===== src/rtl/ntpa_pkg.sv =====
package ntpa_pkg;

   localparam int MaxTargets      = 256;
   localparam int AngleIterations = 16;
   localparam int CountW          = $clog2(MaxTargets + 1);
   localparam int IterW           = $clog2(AngleIterations + 1);

   typedef struct packed {
      logic               target_present;
      logic signed [23:0] target_x;
      logic signed [23:0] target_y;
      logic signed [23:0] target_z;
      logic signed [23:0] observer_x;
      logic signed [23:0] observer_y;
      logic signed [23:0] observer_z;
      logic               frame_end;
   } req_type;

   typedef struct packed {
      logic               found;
      logic [7:0]         nearest_index;
      logic signed [15:0] yaw_angle;
      logic signed [15:0] pitch_angle;
      logic [27:0]        nearest_distance;
   } rsp_type;

   // Frame summary handed from the search front to the angle back end.
   typedef struct packed {
      logic               found;
      logic [7:0]         index;
      logic [51:0]        square;
      logic signed [24:0] dx;
      logic signed [24:0] dy;
      logic signed [24:0] dz;
   } frame_type;

   function automatic logic [31:0] atan_turn(input logic [4:0] i);
      case (i)
         5'd0:  atan_turn = 32'h20000000;
         5'd1:  atan_turn = 32'h12E4051E;
         5'd2:  atan_turn = 32'h09FB385B;
         5'd3:  atan_turn = 32'h051111D4;
         5'd4:  atan_turn = 32'h028B0D43;
         5'd5:  atan_turn = 32'h0145D7E1;
         5'd6:  atan_turn = 32'h00A2F61E;
         5'd7:  atan_turn = 32'h00517C55;
         5'd8:  atan_turn = 32'h0028BE53;
         5'd9:  atan_turn = 32'h00145F2F;
         5'd10: atan_turn = 32'h000A2F98;
         5'd11: atan_turn = 32'h000517CC;
         5'd12: atan_turn = 32'h00028BE6;
         5'd13: atan_turn = 32'h000145F3;
         5'd14: atan_turn = 32'h0000A2FA;
         5'd15: atan_turn = 32'h0000517D;
         5'd16: atan_turn = 32'h000028BE;
         5'd17: atan_turn = 32'h0000145F;
         5'd18: atan_turn = 32'h00000A30;
         5'd19: atan_turn = 32'h00000518;
         5'd20: atan_turn = 32'h0000028C;
         5'd21: atan_turn = 32'h00000146;
         5'd22: atan_turn = 32'h000000A3;
         5'd23: atan_turn = 32'h00000051;
         default: atan_turn = 32'h0;
      endcase
   endfunction

endpackage


===== src/rtl/ntpa_queue.sv =====
// Two-entry queue between search front and angle back end.
module ntpa_queue (
   input  logic                clock,
   input  logic                reset,
   input  logic                in_valid,
   output logic                in_stall,
   input  ntpa_pkg::frame_type in_data,
   output logic                out_valid,
   input  logic                out_stall,
   output ntpa_pkg::frame_type out_data
);
   import ntpa_pkg::*;

   frame_type  mem_ff [2];
   logic       wr_ff, rd_ff;
   logic [1:0] cnt_ff;
   logic       push, pop;

   assign in_stall  = (cnt_ff == 2'd2);
   assign out_valid = (cnt_ff != 2'd0);
   assign out_data  = mem_ff[rd_ff];
   assign push      = in_valid && !in_stall;
   assign pop       = out_valid && !out_stall;

   always_ff @(posedge clock) begin
      if (push)
         mem_ff[wr_ff] <= in_data;
      if (reset) begin
         wr_ff  <= 1'b0;
         rd_ff  <= 1'b0;
         cnt_ff <= '0;
      end else begin
         if (push) wr_ff <= !wr_ff;
         if (pop)  rd_ff <= !rd_ff;
         cnt_ff <= cnt_ff + 2'(push) - 2'(pop);
      end
   end

endmodule


===== config.mk =====
export PLATFORM = sky130hd
export DESIGN_NAME = ntpa_queue
export DESIGN_NICKNAME = d
export VERILOG_FILES = /design/src/rtl/ntpa_pkg.sv /design/src/rtl/ntpa_queue.sv
export SDC_FILE = /design/constraint.sdc
export NUM_CORES = 1
export LEC_CHECK = 0
export BUFFER_PORTS_ARGS = -buffer_cell sky130_fd_sc_hd__buf_4
export CORE_MARGIN = 5
export CORE_UTILIZATION = 25
export DETAILED_ROUTE_END_ITERATION = 12
export PLACE_DENSITY = 0.54
export REMOVE_ABC_BUFFERS = 1
export SLEW_MARGIN = 20
export SYNTH_ARGS = -nofsm -noshare
export SYNTH_HDL_FRONTEND = slang
export SYNTH_SLANG_ARGS = --single-unit

===== constraint.sdc =====
create_clock -name clock -period 11.4 [get_ports clock]
set_clock_uncertainty 0.1 [all_clocks]
set_input_delay 1.71 -clock clock [delete_from_list [all_inputs] [get_ports clock]]
set_output_delay 1.71 -clock clock [all_outputs]
set_load 0.01 [all_outputs]

==> out/qor.txt <==
CP Capture Type - primary output
worst hold margin - 0.3852 ns
drt pass-1 iters - 4
WHS Path Cells - 2
share of layout cells above drive strength 1 - 59.51%
power per cell area - 211.7 nW/um^2
Synth Instances - 451
overall power - 2.915 mW
vias per cell - 3.943
Int Pwr - 2.162 mW
DP HPWL - 14.19 mm
Seq pwr share - 45.2%
Final nets - 893
post-layout util - 33.95%
Final Slew Violations - 0
Fin. Hold Viols - 0
Syn-to-layout area delta - 35.04%
R2R setup slack - 8.41 ns
Die Ht - 211.9 um
Final ANT Viol Nets - 0
slack of the critical path - 6.998 ns
Tot GR Track Use - 9.239%
Switching Power - 0.7528 mW
initial antenna violation count - 0
# clock sinks - 277
first-pass GRT wire length - 32.47 mm
routed wire length per instance - 16.84 um
RSZ-0062 raised after global routing - false
routability cong. - 0.6716
DP Worst Slack - 7.069 ns
worst-margin pin slew - 0.9759 ns
Req. time, crit path - 9.59 ns
Crit Path Max Fanout - 59
Worst slew margin - 34.94%
cell area after synthesis - 10,190 sq um
hold-fix buffers at CTS - 0
die area - 44,920 sq um
run status - finished, final reports clean
Top Ports - 278
Setup Buffers After CTS - 0
CTS tree - yes
Setup Crit Path Kind - reg2out
Max Fclk - 227.2 MHz
Peak supply drop - 0.1504 mV
Max Cap Viol - 0
placed cell count - 1,250
Reg2Reg Depth - 5
Syn Area/Cell - 22.60 sq um
Placed Instance Area - 12,880 sq um
fin crit period - 4.402 ns
R2R Path End - mem_ff[0][103]$_DFFE_PP_
Comb pwr share - 24.9%
H-tree depth - 1
switching share of power - 25.83%
Lkg Pwr - 5.092 nW
# fillers - 3,918
largest net degree at the start of global routing - 71
hold path start - rd_ff$_SDFFE_PP0P_
Synth Register Bits - 277
Ys Warns - 0
Worst EP arrival - 2.59 ns
vias in the first global route - 5,655
GRT Residual Overflow - 0
DIE WIDTH - 211.9 um
core region area - 40,550 sq um
PortBufs - 277
initial DRC count - 227
Seq/Total Area, Yosys - 81.10%
PostCTS Resize Cnt - 0
Worst-path clk slew - 0.06 ns
r2r startpoint - cnt_ff[0]$_SDFF_PP0_
# setup viols final - 0
Distinct cells, synth - 18
DRC violations left - 0
clock share of power - 30.0%
drt total wl - 21.97 mm
fraction of the cycle the final worst path needs - 38.61%
non-filler instance count after layout - 1,305
worst hold-check path type - reg2reg
Critical Path Start Type - flop
Starting Density - 25.14%
Num CTS Buffers - 31
worst-case clock buffer depth - 3
DR vias - 5,145
setup TNS - 0 ns
cell chosen for the clock root - clkbuf_16
Site Rows - 74
clock latency on the worst-skew pair - 0.55 ns
design area - 13,770 sq um
diode count - 0
## layout by cell type (no fill, tap or decap), drive strengths merged
master / instances
clkinv: 13
and3: 1
or3: 2
ha: 2
inv: 6
dfxtp: 5
buf: 282
nor2: 3
xor2: 1
mux2: 136
edfxtp: 272
o21ai: 2
xnor2: 1
nand2: 1
clkbuf: 40
clkinvlp: 1
nand2b: 1
a21oi: 3
nor2b: 1
## per-layer routing
layer	routed length, um	track usage [%]	up-vias	part of all wire (%)
met5	0	0	-	0
met4	399	2.532	0	1.8
met3	2191	3.497	26	10
met2	10520	15.24	185	48
met1	8859	11.44	2549	40
li1	-	-	2385	-
## layout make-up
type | instances | area [sq um] | share of cell area, %
flip-flops and latches | 277 | 8272 | 60.08
clock buffers | 40 | 809.5 | 5.880
well taps | 532 | 665.6 | 4.835
multi-input cells | 154 | 1800 | 13.08
inverters | 5 | 23.77 | 0.1727
clock inverters | 15 | 78.83 | 0.5726
repair buffers | 282 | 2117 | 15.38
## critical path: stages, from the launching register on
cell	delay (ns)
dfxtp_4	0.58
buf_4	0.78
mux2_2	0.44
buf_4	0.15
## synthesized netlist by cell type (all sizes together)
cell type	count	area share (%)
mux2	136	16
nand2	1	0.037
dfxtp	5	0.98
a21oi	3	0.15
edfxtp	272	80
o21ai	2	0.098
nor2	3	0.11
buf	15	1.1
xnor2	1	0.086
xor2	1	0.086
nand2b	1	0.061
ha	2	0.25
and3	1	0.061
inv	5	0.18
nor2b	1	0.061
or3	2	0.12
## power groups by stage
stage               logic, mW  registers (mW)  clock network, mW
global route            0.784            1.33              0.956
global placement        0.748            1.33                  0
floorplan               0.382            1.38                  0
detailed placement      0.747            1.34                  0
CTS                     0.751            1.32              0.912
finish                  0.725            1.32              0.873
## cell families after synthesis
kind of cell	share of synthesized area [%]
flops	81.10
compound gates	0.2454
mux	16.49
xor+xnor	0.1719
buf+inv	1.289
fa+ha+maj	0.2454
simple gates	0.4542
## how the worst max path moves through the flow
| stage | slack, ns | to | startpoint |
|---|---|---|---|
| finish | 7.00 | out_data[62] | flop |
| global route | 6.84 | out_data[62] | flop |
| CTS | 6.91 | out_data[27] | flop |
| detailed placement | 7.07 | mem_ff[0][50]$_DFFE_PP_ | in_valid |
| global placement | 7.05 | mem_ff[0][9]$_DFFE_PP_ | in_valid |
| floorplan | 5.16 | out_data[0] | flop |
## sequential cells by signal (all words and copies together), names as in the netlist, named ones only
name,count
wr_ff,1
mem_ff,272
rd_ff,1
cnt_ff,2
(Power assumes the default switching activity.)
