### src/rtl/ntpa_pkg.sv
package ntpa_pkg;

   localparam int MaxTargets      = 256;
   localparam int AngleIterations = 16;
   localparam int CountW          = $clog2(MaxTargets + 1);
   localparam int IterW           = $clog2(AngleIterations + 1);

   typedef struct packed {
      logic               target_present;
      logic signed [23:0] target_x;
      logic signed [23:0] target_y;
      logic signed [23:0] target_z;
      logic signed [23:0] observer_x;
      logic signed [23:0] observer_y;
      logic signed [23:0] observer_z;
      logic               frame_end;
   } req_type;

   typedef struct packed {
      logic               found;
      logic [7:0]         nearest_index;
      logic signed [15:0] yaw_angle;
      logic signed [15:0] pitch_angle;
      logic [27:0]        nearest_distance;
   } rsp_type;

   // Frame summary handed from the search front to the angle back end.
   typedef struct packed {
      logic               found;
      logic [7:0]         index;
      logic [51:0]        square;
      logic signed [24:0] dx;
      logic signed [24:0] dy;
      logic signed [24:0] dz;
   } frame_type;

   function automatic logic [31:0] atan_turn(input logic [4:0] i);
      case (i)
         5'd0:  atan_turn = 32'h20000000;
         5'd1:  atan_turn = 32'h12E4051E;
         5'd2:  atan_turn = 32'h09FB385B;
         5'd3:  atan_turn = 32'h051111D4;
         5'd4:  atan_turn = 32'h028B0D43;
         5'd5:  atan_turn = 32'h0145D7E1;
         5'd6:  atan_turn = 32'h00A2F61E;
         5'd7:  atan_turn = 32'h00517C55;
         5'd8:  atan_turn = 32'h0028BE53;
         5'd9:  atan_turn = 32'h00145F2F;
         5'd10: atan_turn = 32'h000A2F98;
         5'd11: atan_turn = 32'h000517CC;
         5'd12: atan_turn = 32'h00028BE6;
         5'd13: atan_turn = 32'h000145F3;
         5'd14: atan_turn = 32'h0000A2FA;
         5'd15: atan_turn = 32'h0000517D;
         5'd16: atan_turn = 32'h000028BE;
         5'd17: atan_turn = 32'h0000145F;
         5'd18: atan_turn = 32'h00000A30;
         5'd19: atan_turn = 32'h00000518;
         5'd20: atan_turn = 32'h0000028C;
         5'd21: atan_turn = 32'h00000146;
         5'd22: atan_turn = 32'h000000A3;
         5'd23: atan_turn = 32'h00000051;
         default: atan_turn = 32'h0;
      endcase
   endfunction

endpackage

### src/rtl/ntpa_search.sv
// Front: per-target squared distance compare, one target per cycle when not stalled.
module ntpa_search (
   input  logic              clock,
   input  logic              reset,
   input  logic              req_valid,
   output logic              req_stall,
   input  ntpa_pkg::req_type req_data,
   output logic                 frm_valid,
   input  logic                 frm_stall,
   output ntpa_pkg::frame_type  frm_data
);
   import ntpa_pkg::*;

   // stage 1: offsets and squares
   logic               s1_valid_ff;
   logic               s1_tgt_ff, s1_end_ff;
   logic signed [24:0] s1_dx_ff, s1_dy_ff, s1_dz_ff;
   logic [49:0]        s1_sx_ff, s1_sy_ff, s1_sz_ff;

   logic [51:0]        best_sq_ff;
   logic signed [24:0] best_dx_ff, best_dy_ff, best_dz_ff;
   logic [7:0]         best_pos_ff;
   logic [CountW-1:0]  seen_ff;
   logic               have_ff;

   logic               out_valid_ff;
   frame_type          out_ff;

   logic               adv;
   logic               take;
   logic signed [24:0] dx_in, dy_in, dz_in;
   logic [24:0]        ax, ay, az;
   logic [51:0]        sq_in;
   logic               better;

   // hold input while the summary register is full and the queue stalls it
   assign req_stall = out_valid_ff && frm_stall;
   assign adv       = req_valid && !req_stall;

   always_comb begin
      dx_in = 25'(req_data.target_x) - 25'(req_data.observer_x);
      dy_in = 25'(req_data.target_y) - 25'(req_data.observer_y);
      dz_in = 25'(req_data.target_z) - 25'(req_data.observer_z);
      ax    = dx_in[24] ? 25'(-dx_in) : dx_in;
      ay    = dy_in[24] ? 25'(-dy_in) : dy_in;
      az    = dz_in[24] ? 25'(-dz_in) : dz_in;
      sq_in = 52'(s1_sx_ff) + 52'(s1_sy_ff) + 52'(s1_sz_ff);
      take  = s1_valid_ff && s1_tgt_ff && (seen_ff < CountW'(MaxTargets));
      better = take && (sq_in < best_sq_ff);
   end

   always_ff @(posedge clock) begin
      if (reset) begin
         s1_valid_ff  <= 1'b0;
         out_valid_ff <= 1'b0;
         best_sq_ff   <= '1;
         best_dx_ff   <= '0;
         best_dy_ff   <= '0;
         best_dz_ff   <= '0;
         best_pos_ff  <= '0;
         seen_ff      <= '0;
         have_ff      <= 1'b0;
      end else begin
         // pipeline advances only when not stalled
         if (!req_stall) begin
            s1_valid_ff <= adv && (req_data.target_present || req_data.frame_end);
            s1_tgt_ff   <= req_data.target_present;
            s1_end_ff   <= req_data.frame_end;
            s1_dx_ff    <= dx_in;
            s1_dy_ff    <= dy_in;
            s1_dz_ff    <= dz_in;
            s1_sx_ff    <= 50'(ax) * 50'(ax);
            s1_sy_ff    <= 50'(ay) * 50'(ay);
            s1_sz_ff    <= 50'(az) * 50'(az);
         end
         if (out_valid_ff && !frm_stall)
            out_valid_ff <= 1'b0;
         if (s1_valid_ff && !req_stall) begin
            if (s1_end_ff) begin
               // emit summary and clear frame
               out_valid_ff  <= 1'b1;
               out_ff.found  <= have_ff || better;
               out_ff.index  <= better ? seen_ff[7:0] : best_pos_ff;
               out_ff.square <= better ? sq_in : best_sq_ff;
               out_ff.dx     <= better ? s1_dx_ff : best_dx_ff;
               out_ff.dy     <= better ? s1_dy_ff : best_dy_ff;
               out_ff.dz     <= better ? s1_dz_ff : best_dz_ff;
               best_sq_ff  <= '1;
               best_dx_ff  <= '0;
               best_dy_ff  <= '0;
               best_dz_ff  <= '0;
               best_pos_ff <= '0;
               seen_ff     <= '0;
               have_ff     <= 1'b0;
            end else begin
               if (better) begin
                  best_sq_ff  <= sq_in;
                  best_dx_ff  <= s1_dx_ff;
                  best_dy_ff  <= s1_dy_ff;
                  best_dz_ff  <= s1_dz_ff;
                  best_pos_ff <= seen_ff[7:0];
                  have_ff     <= 1'b1;
               end
               if (take)
                  seen_ff <= seen_ff + 1'b1;
            end
         end
      end
   end

   assign frm_valid = out_valid_ff;
   assign frm_data  = out_ff;

endmodule

### config.mk
export PLATFORM = sky130hd
export DESIGN_NAME = ntpa_search
export DESIGN_NICKNAME = d
export VERILOG_FILES = /design/src/rtl/ntpa_pkg.sv /design/src/rtl/ntpa_search.sv
export SDC_FILE = /design/constraint.sdc
export NUM_CORES = 2
export LEC_CHECK = 0
export BUFFER_PORTS_ARGS = -buffer_cell sky130_fd_sc_hd__buf_2
export CAP_MARGIN = 10
export CORE_ASPECT_RATIO = 1.75
export CORE_MARGIN = 10
export CORE_UTILIZATION = 35
export DETAILED_ROUTE_END_ITERATION = 12
export GPL_TIMING_DRIVEN = 0
export HOLD_SLACK_MARGIN = 0.15
export PLACE_DENSITY = 0.53
export SLEW_MARGIN = 20
export SYNTH_ARGS = -nofsm -noshare
export SYNTH_HDL_FRONTEND = slang
export SYNTH_SLANG_ARGS = --single-unit
### constraint.sdc
create_clock -name clock -period 31.5 [get_ports clock]
set_input_delay 1.575 -clock clock [delete_from_list [all_inputs] [get_ports clock]]
set_output_delay 1.575 -clock clock [all_outputs]
set_load 0.03 [all_outputs]
==> flow_summary.toml <==
[placement]
gp_congestion = 1.00
buffer_ports.inserted = 286
hpwl_dp_um = 245000

[clock_tree]
cts-root-buf = "clkbuf_16"
cts_max_path_buffers = 3
cts_repair_resize_count = 0
buffers_inserted_during_post_cts_setup_optimization = 0
worst_skew_late_latency_ns = 0.70
maximum_level_of_the_cts_h_tree = 2
clock_sinks = 504
cts_tree = "yes"
ctsHoldBuffers = 0
numCtsBuffers = 50
clkTransAtPathRegs_ns = 0.07

[sta]
setup_repair_after_global_routing_missed_its_margin = "no"
finalSetupViolations = 0
min_period_over_period_pct = 44.5
finalHoldViolations = 0
setup-tns-final_ns = 0
post-route-min-period_ns = 14.01
worstMarginPinSlew_ns = 1.28
max_freq_ghz = 0.0714
slew-limit-headroom_pct = 14.7
timing.final.max_slew_violations = 0
final.setup_skew_ns = 0.0674

[floorplan]
die_w_um = 380
design.core.area_sq_um = 226000
ioPinCount = 288
die_h_um = 650
die-area_sq_um = 247000
initial_utilization_pct = 35.1
placementRows = 231

[cells_and_area]
drive_above_1_share_pct = 7.08
n_fill_cell = 23100
commonest_cells_after_routing_fill_and_taps_aside = "1977 x inv_1, 1456 x fa_1, 712 x ha_1"
layout-area-overhead-vs-synth_pct = 10.1
layout_commonest_cell = "inv_1"
layout.nets = 10900

[routing]
drtIter0Drc = 3164
via_per_inst = 5.06
antenna_violating_nets_post_route = 0
postRouteWirelength_um = 283000
route.detailed.wl_per_inst_um = 24.2
dr_total_vias = 59200
firstDrtPassIters = 5
drc = 0

[worst_setup_path]
worstSetupEndpointType = "flop"
critical_path.slowest_cell = "clkbuf_1"
worst_stage_delay_on_the_critical_path_ns = 0.78
crit_arrival_ns = 14.45
worst_setup_path_start_kind = "input port"
data_required_time_at_the_worst_endpoint_ns = 31.94
critical-path-top-cell-by-count = "fa_1"
critical_path_start = "req_data[49]"
crit_type = "input port to flop"
timing.critical_path.fanout_max = 10
r2r-start = "s1_sz_ff[8]$_DFFE_PP_"

[flow_run]
max_cap_viol_count = 0

[yosys]
synthDistinctLibCells = 103
yosysWarningCount = 0
synth-seq-area-share_pct = 17.2
async_flop_share_pct = 0
netlist_instances = 8190
synth_ff_type = "edfxtp_1"
edff_count_synth = 357
synth.cell_area_sq_um = 79300
synth.ff_latch_count = 504
postSynthAreaPerCell_sq_um = 9.69

[worst_hold_path]
hold_path_startpoint = "have_ff$_SDFFE_PP0P_"
min_path_type = "flop to flop"

[status]
status = "finished clean"

[global_route]
grt_pass1_vias = 66100
wire_length_of_the_first_global_routing_pass_um = 421000
grtUsageTotal_pct = 22.8
congestion_overflow_gr = 0
grt_max_degree = 31
antenna_found_initial = 11
final cells by class:
type                       instances  area (sq um)  share of cell area, %
multi-input combinational       5499         57600                   66.0
sequential                       504         13700                   15.6
inverter                        1997          7500                   8.58
tap                             3029          3790                   4.34
timing repair buffer             323          2040                   2.34
clock buffer                      65          1360                   1.56
buffer                           245           976                   1.12
clock inverter                    29           358                  0.410
antenna                            8          20.0                 0.0229
cell families after synthesis:
family | count (synthesis) | share of synthesized area (%)
other | 2 | 0.00947
buffers and inverters | 2242 | 10.7
AND/OR/NAND/NOR | 1732 | 9.55
multiplexers | 117 | 1.63
XOR/XNOR | 320 | 3.64
adder cells (fa/ha/maj) | 2168 | 48.0
flip-flops | 504 | 17.2
AO/OA/AOI/OAI | 1105 | 9.30
path summary, 6_finish.rpt:
kind         slack [ns]                      end  cells after the start
max               17.49   s1_sx_ff[39]$_DFFE_PP_                     37
min                0.47     have_ff$_SDFFE_PP0P_                      1
max reg2reg       21.95  frm_data[114]$_DFFE_PP_                     26
min reg2reg        0.47     have_ff$_SDFFE_PP0P_                      1
critical path: cells and delay by family:
kind	cells	cell delay, ns
compound gates	11	3.42
simple gates	7	1.57
xor+xnor	2	0.60
buf+inv	7	2.77
fa+ha+maj	10	4.44
synth_stat cells, types with 10 or more instances:
cell type | count | area share, %
clkbuf_1 | 213 | 1.0
o21ai_0 | 188 | 1.2
nand4_1 | 46 | 0.36
clkinv_1 | 10 | 0.047
and2_1 | 35 | 0.28
nor4_1 | 11 | 0.087
nand2_1 | 632 | 3.0
mux2i_1 | 21 | 0.26
ha_1 | 712 | 11
nor2_1 | 654 | 3.1
nor2b_1 | 31 | 0.24
or3_1 | 15 | 0.12
a21oi_1 | 303 | 1.9
a31oi_1 | 40 | 0.32
a22o_1 | 83 | 0.92
buf_1 | 21 | 0.099
a21o_1 | 163 | 1.5
nand2b_1 | 53 | 0.42
dfxtp_1 | 147 | 3.7
mux2_2 | 96 | 1.4
nor3_1 | 59 | 0.37
o21bai_1 | 36 | 0.34
nor2_2 | 10 | 0.079
xnor2_1 | 211 | 2.3
and3_1 | 36 | 0.28
xor2_1 | 102 | 1.1
a211o_1 | 16 | 0.18
o31ai_1 | 24 | 0.23
o2111ai_1 | 11 | 0.12
nand3_1 | 78 | 0.49
o21a_1 | 46 | 0.44
o31a_1 | 13 | 0.14
inv_2 | 10 | 0.047
fa_1 | 1456 | 37
inv_1 | 1977 | 9.4
or2_2 | 19 | 0.15
o211ai_1 | 41 | 0.39
edfxtp_1 | 357 | 14
a211oi_1 | 24 | 0.23
o22a_1 | 11 | 0.12
nor3b_1 | 10 | 0.095
state kept, by name (all words and copies together), names as in the netlist, 8 cells and up:
signal	cells
s1_dx_ff	25
best_dy_ff	25
best_dx_ff	25
s1_dy_ff	25
seen_ff	9
frm_data	136
s1_dz_ff	25
s1_sy_ff	48
best_sq_ff	52
best_dz_ff	25
s1_sx_ff	48
best_pos_ff	8
s1_sz_ff	48
metrics by stage:
step	area, sq um	instances	hold slack [ns]	setup WS (ns)	utilization, %
2_1_floorplan	79500	8245	0.433	19.63	-
3_3_place_gp	84800	11600	0.443	13.52	37.5
3_5_place_dp	85600	11600	0.450	16.74	37.9
4_1_cts	87300	11700	0.466	17.45	38.6
5_1_grt	87300	11700	0.482	16.83	38.6
6_report	87300	11700	0.465	17.49	38.6
layer usage:
layer / share of wire [%] / vias up / track usage [%]
met5: 0.0095 / - / 0
met4: 8.5 / 4 / 15.6
met3: 3.9 / 714 / 2.12
met2: 55 / 1755 / 44.6
met1: 32 / 30300 / 22.3
li1: - / 26500 / -
Power is left out: the tool's default activity adds up to more than one toggle a clock period on the data nets, which glitch-free logic cannot reach.
