$ cat src/rtl/ntpa_pkg.sv
package ntpa_pkg;

   localparam int MaxTargets      = 256;
   localparam int AngleIterations = 16;
   localparam int CountW          = $clog2(MaxTargets + 1);
   localparam int IterW           = $clog2(AngleIterations + 1);

   typedef struct packed {
      logic               target_present;
      logic signed [23:0] target_x;
      logic signed [23:0] target_y;
      logic signed [23:0] target_z;
      logic signed [23:0] observer_x;
      logic signed [23:0] observer_y;
      logic signed [23:0] observer_z;
      logic               frame_end;
   } req_type;

   typedef struct packed {
      logic               found;
      logic [7:0]         nearest_index;
      logic signed [15:0] yaw_angle;
      logic signed [15:0] pitch_angle;
      logic [27:0]        nearest_distance;
   } rsp_type;

   // Frame summary handed from the search front to the angle back end.
   typedef struct packed {
      logic               found;
      logic [7:0]         index;
      logic [51:0]        square;
      logic signed [24:0] dx;
      logic signed [24:0] dy;
      logic signed [24:0] dz;
   } frame_type;

   function automatic logic [31:0] atan_turn(input logic [4:0] i);
      case (i)
         5'd0:  atan_turn = 32'h20000000;
         5'd1:  atan_turn = 32'h12E4051E;
         5'd2:  atan_turn = 32'h09FB385B;
         5'd3:  atan_turn = 32'h051111D4;
         5'd4:  atan_turn = 32'h028B0D43;
         5'd5:  atan_turn = 32'h0145D7E1;
         5'd6:  atan_turn = 32'h00A2F61E;
         5'd7:  atan_turn = 32'h00517C55;
         5'd8:  atan_turn = 32'h0028BE53;
         5'd9:  atan_turn = 32'h00145F2F;
         5'd10: atan_turn = 32'h000A2F98;
         5'd11: atan_turn = 32'h000517CC;
         5'd12: atan_turn = 32'h00028BE6;
         5'd13: atan_turn = 32'h000145F3;
         5'd14: atan_turn = 32'h0000A2FA;
         5'd15: atan_turn = 32'h0000517D;
         5'd16: atan_turn = 32'h000028BE;
         5'd17: atan_turn = 32'h0000145F;
         5'd18: atan_turn = 32'h00000A30;
         5'd19: atan_turn = 32'h00000518;
         5'd20: atan_turn = 32'h0000028C;
         5'd21: atan_turn = 32'h00000146;
         5'd22: atan_turn = 32'h000000A3;
         5'd23: atan_turn = 32'h00000051;
         default: atan_turn = 32'h0;
      endcase
   endfunction

endpackage

$ cat src/rtl/ntpa_angles.sv
// Back: square roots and CORDIC angles, one step per cycle.
module ntpa_angles (
   input  logic                clock,
   input  logic                reset,
   input  logic                pitch_negate,
   input  logic                frm_valid,
   output logic                frm_stall,
   input  ntpa_pkg::frame_type frm_data,
   output logic                rsp_valid,
   input  logic                rsp_stall,
   output ntpa_pkg::rsp_type   rsp_data
);
   import ntpa_pkg::*;

   typedef enum logic [2:0] {
      ST_IDLE, ST_HSQ, ST_SQRT, ST_YAW, ST_PITCH, ST_DONE
   } state_type;

   state_type          state_ff;
   frame_type          f_ff;
   // shared square root: 64-bit radicand, two bits per step
   logic [63:0]        rv_ff, rr_ff, rb_ff;
   logic               sqrt_h_ff;
   logic [27:0]        dist_ff;
   // shared CORDIC
   logic signed [35:0] cx_ff, cy_ff;
   logic [31:0]        acc_ff;
   logic [IterW-1:0]   it_ff;
   logic               zero_ff;
   logic [15:0]        yaw_ff;
   logic [15:0]        pitch_ff;
   logic [49:0]        hx_ff, hy_ff;
   logic               valid_ff;
   rsp_type            out_ff;

   logic [63:0]        rsum;
   logic signed [35:0] xs, ys;
   logic [31:0]        ang16;
   logic [15:0]        angle;
   logic [4:0]         it5;

   assign frm_stall = (state_ff != ST_IDLE);
   assign rsp_valid = valid_ff;
   assign rsp_data  = out_ff;

   always_comb begin
      rsum  = rr_ff + rb_ff;
      it5   = 5'(it_ff);
      xs    = cx_ff >>> it_ff;
      ys    = cy_ff >>> it_ff;
      ang16 = acc_ff + 32'h8000;
      angle = zero_ff ? 16'h0 : ang16[31:16];
   end

   always_ff @(posedge clock) begin
      if (reset) begin
         state_ff <= ST_IDLE;
         valid_ff <= 1'b0;
      end else begin
         if (valid_ff && !rsp_stall)
            valid_ff <= 1'b0;
         case (state_ff)
            ST_IDLE: begin
               if (frm_valid) begin
                  f_ff      <= frm_data;
                  hx_ff     <= 50'(frm_data.dx) * 50'(frm_data.dx);
                  hy_ff     <= 50'(frm_data.dy) * 50'(frm_data.dy);
                  rv_ff     <= 64'(frm_data.square);
                  rr_ff     <= '0;
                  rb_ff     <= 64'h1 << 62;
                  sqrt_h_ff <= 1'b0;
                  state_ff  <= frm_data.found ? ST_SQRT : ST_DONE;
               end
            end
            ST_HSQ: begin
               // horizontal length squared, scaled by 2^14
               rv_ff     <= 64'(64'(hx_ff) + 64'(hy_ff)) << 14;
               rr_ff     <= '0;
               rb_ff     <= 64'h1 << 62;
               sqrt_h_ff <= 1'b1;
               state_ff  <= ST_SQRT;
            end
            ST_SQRT: begin
               // advance one result bit
               if (rb_ff == '0) begin
                  if (sqrt_h_ff) begin
                     cx_ff   <= 36'(rr_ff);
                     cy_ff   <= 36'(f_ff.dz) <<< 7;
                     zero_ff <= (rr_ff == '0) && (f_ff.dz == '0);
                     acc_ff  <= '0;
                     it_ff   <= '0;
                     state_ff <= ST_PITCH;
                  end else begin
                     dist_ff <= rr_ff[27:0];
                     zero_ff <= (f_ff.dx == '0) && (f_ff.dy == '0);
                     it_ff   <= '0;
                     if (f_ff.dx[24]) begin
                        if (!f_ff.dy[24]) begin
                           cx_ff  <= 36'(f_ff.dy) <<< 7;
                           cy_ff  <= -(36'(f_ff.dx) <<< 7);
                           acc_ff <= 32'h40000000;
                        end else begin
                           cx_ff  <= -(36'(f_ff.dy) <<< 7);
                           cy_ff  <= 36'(f_ff.dx) <<< 7;
                           acc_ff <= 32'hC0000000;
                        end
                     end else begin
                        cx_ff  <= 36'(f_ff.dx) <<< 7;
                        cy_ff  <= 36'(f_ff.dy) <<< 7;
                        acc_ff <= '0;
                     end
                     state_ff <= ST_YAW;
                  end
               end else begin
                  if (rv_ff >= rsum) begin
                     rv_ff <= rv_ff - rsum;
                     rr_ff <= (rr_ff >> 1) + rb_ff;
                  end else begin
                     rr_ff <= rr_ff >> 1;
                  end
                  rb_ff <= rb_ff >> 2;
               end
            end
            ST_YAW, ST_PITCH: begin
               if (it_ff == IterW'(AngleIterations)) begin
                  if (state_ff == ST_YAW) begin
                     yaw_ff   <= angle;
                     state_ff <= ST_HSQ;
                  end else begin
                     state_ff <= ST_DONE;
                     f_ff.dz  <= '0;
                     yaw_ff   <= yaw_ff;
                     pitch_ff <= pitch_negate ? 16'(-angle) : angle;
                  end
               end else begin
                  // one rotation step
                  if (!cy_ff[35]) begin
                     cx_ff  <= cx_ff + ys;
                     cy_ff  <= cy_ff - xs;
                     acc_ff <= acc_ff + atan_turn(it5);
                  end else begin
                     cx_ff  <= cx_ff - ys;
                     cy_ff  <= cy_ff + xs;
                     acc_ff <= acc_ff - atan_turn(it5);
                  end
                  it_ff <= it_ff + 1'b1;
               end
            end
            ST_DONE: begin
               // wait for the output register to drain
               if (!valid_ff || !rsp_stall) begin
                  valid_ff <= 1'b1;
                  out_ff.found <= f_ff.found;
                  out_ff.nearest_index    <= f_ff.found ? f_ff.index : 8'h0;
                  out_ff.yaw_angle        <= f_ff.found ? yaw_ff : 16'h0;
                  out_ff.pitch_angle      <= f_ff.found ? pitch_ff : 16'h0;
                  out_ff.nearest_distance <= f_ff.found ? dist_ff : 28'h0;
                  state_ff <= ST_IDLE;
               end
            end
            default: state_ff <= ST_IDLE;
         endcase
      end
   end

endmodule
$ cat config.mk
export PLATFORM = sky130hd
export DESIGN_NAME = ntpa_angles
export DESIGN_NICKNAME = d
export VERILOG_FILES = /design/src/rtl/ntpa_pkg.sv /design/src/rtl/ntpa_angles.sv
export SDC_FILE = /design/constraint.sdc
export NUM_CORES = 2
export LEC_CHECK = 0
export BUFFER_PORTS_ARGS = -buffer_cell sky130_fd_sc_hd__buf_2
export CAP_MARGIN = 20
export CORE_MARGIN = 5
export CORE_UTILIZATION = 45
export CTS_BUF_LIST = sky130_fd_sc_hd__clkbuf_8
export CTS_CLUSTER_DIAMETER = 120
export DETAILED_ROUTE_END_ITERATION = 10
export PLACE_DENSITY = 0.69
export SKIP_CTS_REPAIR_TIMING = 1
export SYNTH_ARGS = -nofsm -noshare
export SYNTH_HDL_FRONTEND = slang
export SYNTH_SLANG_ARGS = --single-unit
$ cat constraint.sdc
create_clock -name clock -period 14.9 [get_ports clock]
set_input_delay 2.98 -clock clock [delete_from_list [all_inputs] [get_ports clock]]
set_output_delay 2.98 -clock clock [all_outputs]
set_load 0.05 [all_outputs]
==> flow_summary.ini <==
[hold_path]
whs_endpoint = rsp_data[63]$_SDFFCE_PN0P_
hp-start = f_ff[130]$_DFFE_PP_
hold_depth = 1
min_path_type = flip-flop to flip-flop

[logic_synthesis]
syn_area_per_cell_um2 = 9.55
yosysWarnings = 0
synth_area_leader_cell = fa_1
synth_cells = 9249
async_flop_share = 0
ys_top_cells_by_area = fa_1 (28%), edfxtp_1 (20%), ha_1 (8.6%), inv_1 (6.3%), xnor2_1 (3.4%)
syn-num-nets = 11200
ys_seq_elements = 614
synth_cell_type_count = 96
synth-seq-area-share = 0.205
synth_top_area_frac = 0.276
synth_edf_count = 580
synthesis.area_um2 = 88300
synthFlopType = edfxtp_1

[drt]
via_count = 68000
met3_length_um = 18100
finalWirelength_um = 255000
firstDrtPassIters = 6
drc = 0
drt-initial-drc-count = 5913
met1_length_um = 103000
top_layer = met5
viasPerCell = 5.67
postRouteAntennaNets = 0
wl_per_cell_um = 21.3
wl_met2_um = 121000

[timing]
setup_tns_ns = 0
fmax_mhz = 96.4
fin_crit_sh = 0.697
rsz0062_at_grt = no
slew_viol_final = 0
hold_violations = 0
worst_slew_pin_slew_ns = 1.09
finClkSkew_ns = 0.100
finalCriticalPeriod_ns = 10.38
slew_headroom = 0.271
finalSetupViolations = 0

[setup_path]
cp-start-kind = input pin
cpMaxStageDelayCell = fa_1
reg2reg_depth = 21
reg2reg_from = rr_ff[24]$_SDFFCE_PN0P_
rr_endpoint = rv_ff[59]$_SDFFCE_PP0P_
r2r_setup_slack_ns = 6.85
critPathMaxFanout = 29
path_class = input pin to flip-flop
cp.arrival_ns = 10.94
cp.required_ns = 15.46
crit_path_end_kind = flip-flop
slowest_delay_ns = 0.58

[global_route]
grt_pass1_wl_um = 399000
overflow = 0
track_usage = 0.247
grt_max_degree = 98
antenna_found_initial = 25
grt_pass1_vias = 70100

[clock_network]
clkSinkCount = 614
cts_buffers = 112
htree_levels = 3
worstSkewPairLatency_ns = 0.91
clk_pin_slew_ns = 0.06
cts_tree = built
clk_path_buf_depth = 3
cts-root-buf = clkbuf_8

[layout]
drive_gt1_frac = 0.0687
multi_input_area_um2 = 63100
fillCellCount = 18100
nets = 11200
final_common_cell = inv_1
mostFrequentLayoutCells = inv_1 (1516), fa_1 (1218), nand2_1 (756)
ff_latch_area_um2 = 18100
areaGrowthSynthToFinish_pct = 6.50

[run_status]
outcome = completed

[die]
core_area_um2 = 195000
std_cell_rows = 162
fp.dieH_um = 453
initial_core_util = 0.453
die-area_um2 = 205000
die_x_um = 453
pin_count = 212

[placement]
gp_congestion = 0.967
hpwl_um = 200000
io_buffers = 211

[job]
max_cap_viol_count = 0
[critical path: cells and delay by family]
kind | cells | cell delay (ns)
AO/OA/AOI/OAI | 10 | 2.63
buffers and inverters | 8 | 0.92
adder cells (fa/ha/maj) | 8 | 4.00
XOR/XNOR | 1 | 0.16
AND/OR/NAND/NOR | 1 | 0.25
[area by class of cell]
cell class / instances / area share
antenna: 6 / 0.000160
clock buffer: 122 / 0.0178
clock inverter: 88 / 0.00786
inverter: 1492 / 0.0596
multi-input combinational: 6760 / 0.671
sequential: 614 / 0.192
tap: 2624 / 0.0349
timing repair buffer: 272 / 0.0161
[how the worst max path moves through the flow]
stage / start / endpoint / slack, ns
floorplan: rr_ff[28]$_SDFFCE_PN0P_ / rv_ff[0]$_DFFE_PP_ / 2.70
global placement: frm_data[65] / hx_ff[46]$_DFFE_PP_ / 3.86
detailed placement: frm_data[54] / hx_ff[46]$_DFFE_PP_ / 3.76
CTS: frm_data[65] / hx_ff[46]$_DFFE_PP_ / 4.64
global route: frm_data[65] / hx_ff[46]$_DFFE_PP_ / 4.19
finish: frm_data[65] / hx_ff[46]$_DFFE_PP_ / 4.52
[registers in the layout, indices dropped and copies added, names as in the netlist, 28 cells and up, named ones only]
| name | count |
|---|---|
| f_ff | 84 |
| rsp_data | 69 |
| rr_ff | 64 |
| rv_ff | 64 |
| hx_ff | 48 |
| hy_ff | 48 |
| cx_ff | 36 |
| cy_ff | 36 |
| acc_ff | 32 |
| rb_ff | 32 |
| dist_ff | 28 |
[stage by stage]
| stage | cells | utilization | worst slack (ns) | instance area, um^2 | hold slack (ns) |
|---|---|---|---|---|---|
| after global placement | 11800 | 0.470 | 3.86 | 91600 | 0.477 |
| after global routing | 12000 | 0.482 | 4.19 | 94100 | 0.527 |
| after floorplan | 9249 | - | 2.70 | 88300 | 0.451 |
| after detailed placement | 11800 | 0.470 | 3.76 | 91600 | 0.503 |
| final | 12000 | 0.482 | 4.52 | 94100 | 0.500 |
| after CTS | 12000 | 0.482 | 4.64 | 94100 | 0.505 |
[synth_stat cells (all sizes together), types with 44 or more instances]
library cell	count
inv	1488
mux2i	89
mux2	44
a211oi	134
a21o	184
edfxtp	580
and3	45
nand3	103
nor2b	99
nand4	73
clkbuf	320
a22oi	45
fa	1218
xnor2	338
and2	399
nor2	546
buf	63
nor4	59
a31oi	113
mux4	82
nand2b	60
xor2	252
nand2	756
ha	605
a21oi	493
o21a	46
nor3	108
o21bai	51
o21ai	373
[cell families (layout without fill, tap and decap cells)]
logic type | after synthesis | count (layout) | share of synthesized area
and+or+nand+nor | 2368 | 2368 | 0.130
buffers and inverters | 1875 | 1974 | 0.0814
adders and majority gates | 1823 | 1823 | 0.362
AOI/OAI and AO/OA | 1764 | 1764 | 0.127
DFF | 614 | 614 | 0.205
xor gates and xnor gates | 590 | 590 | 0.0585
muxes | 215 | 215 | 0.0366
other | 0 | 6 | 0
[layer usage]
| layer | vias to the layer above | GRT usage |
|---|---|---|
| met4 | 8 | 0.104 |
| li1 | 31000 | - |
| met5 | - | 0 |
| met1 | 33600 | 0.321 |
| met3 | 643 | 0.0355 |
| met2 | 2695 | 0.413 |
Power is not shown: default switching activity piles up to over one toggle a cycle in this logic, so the estimate is an artifact.
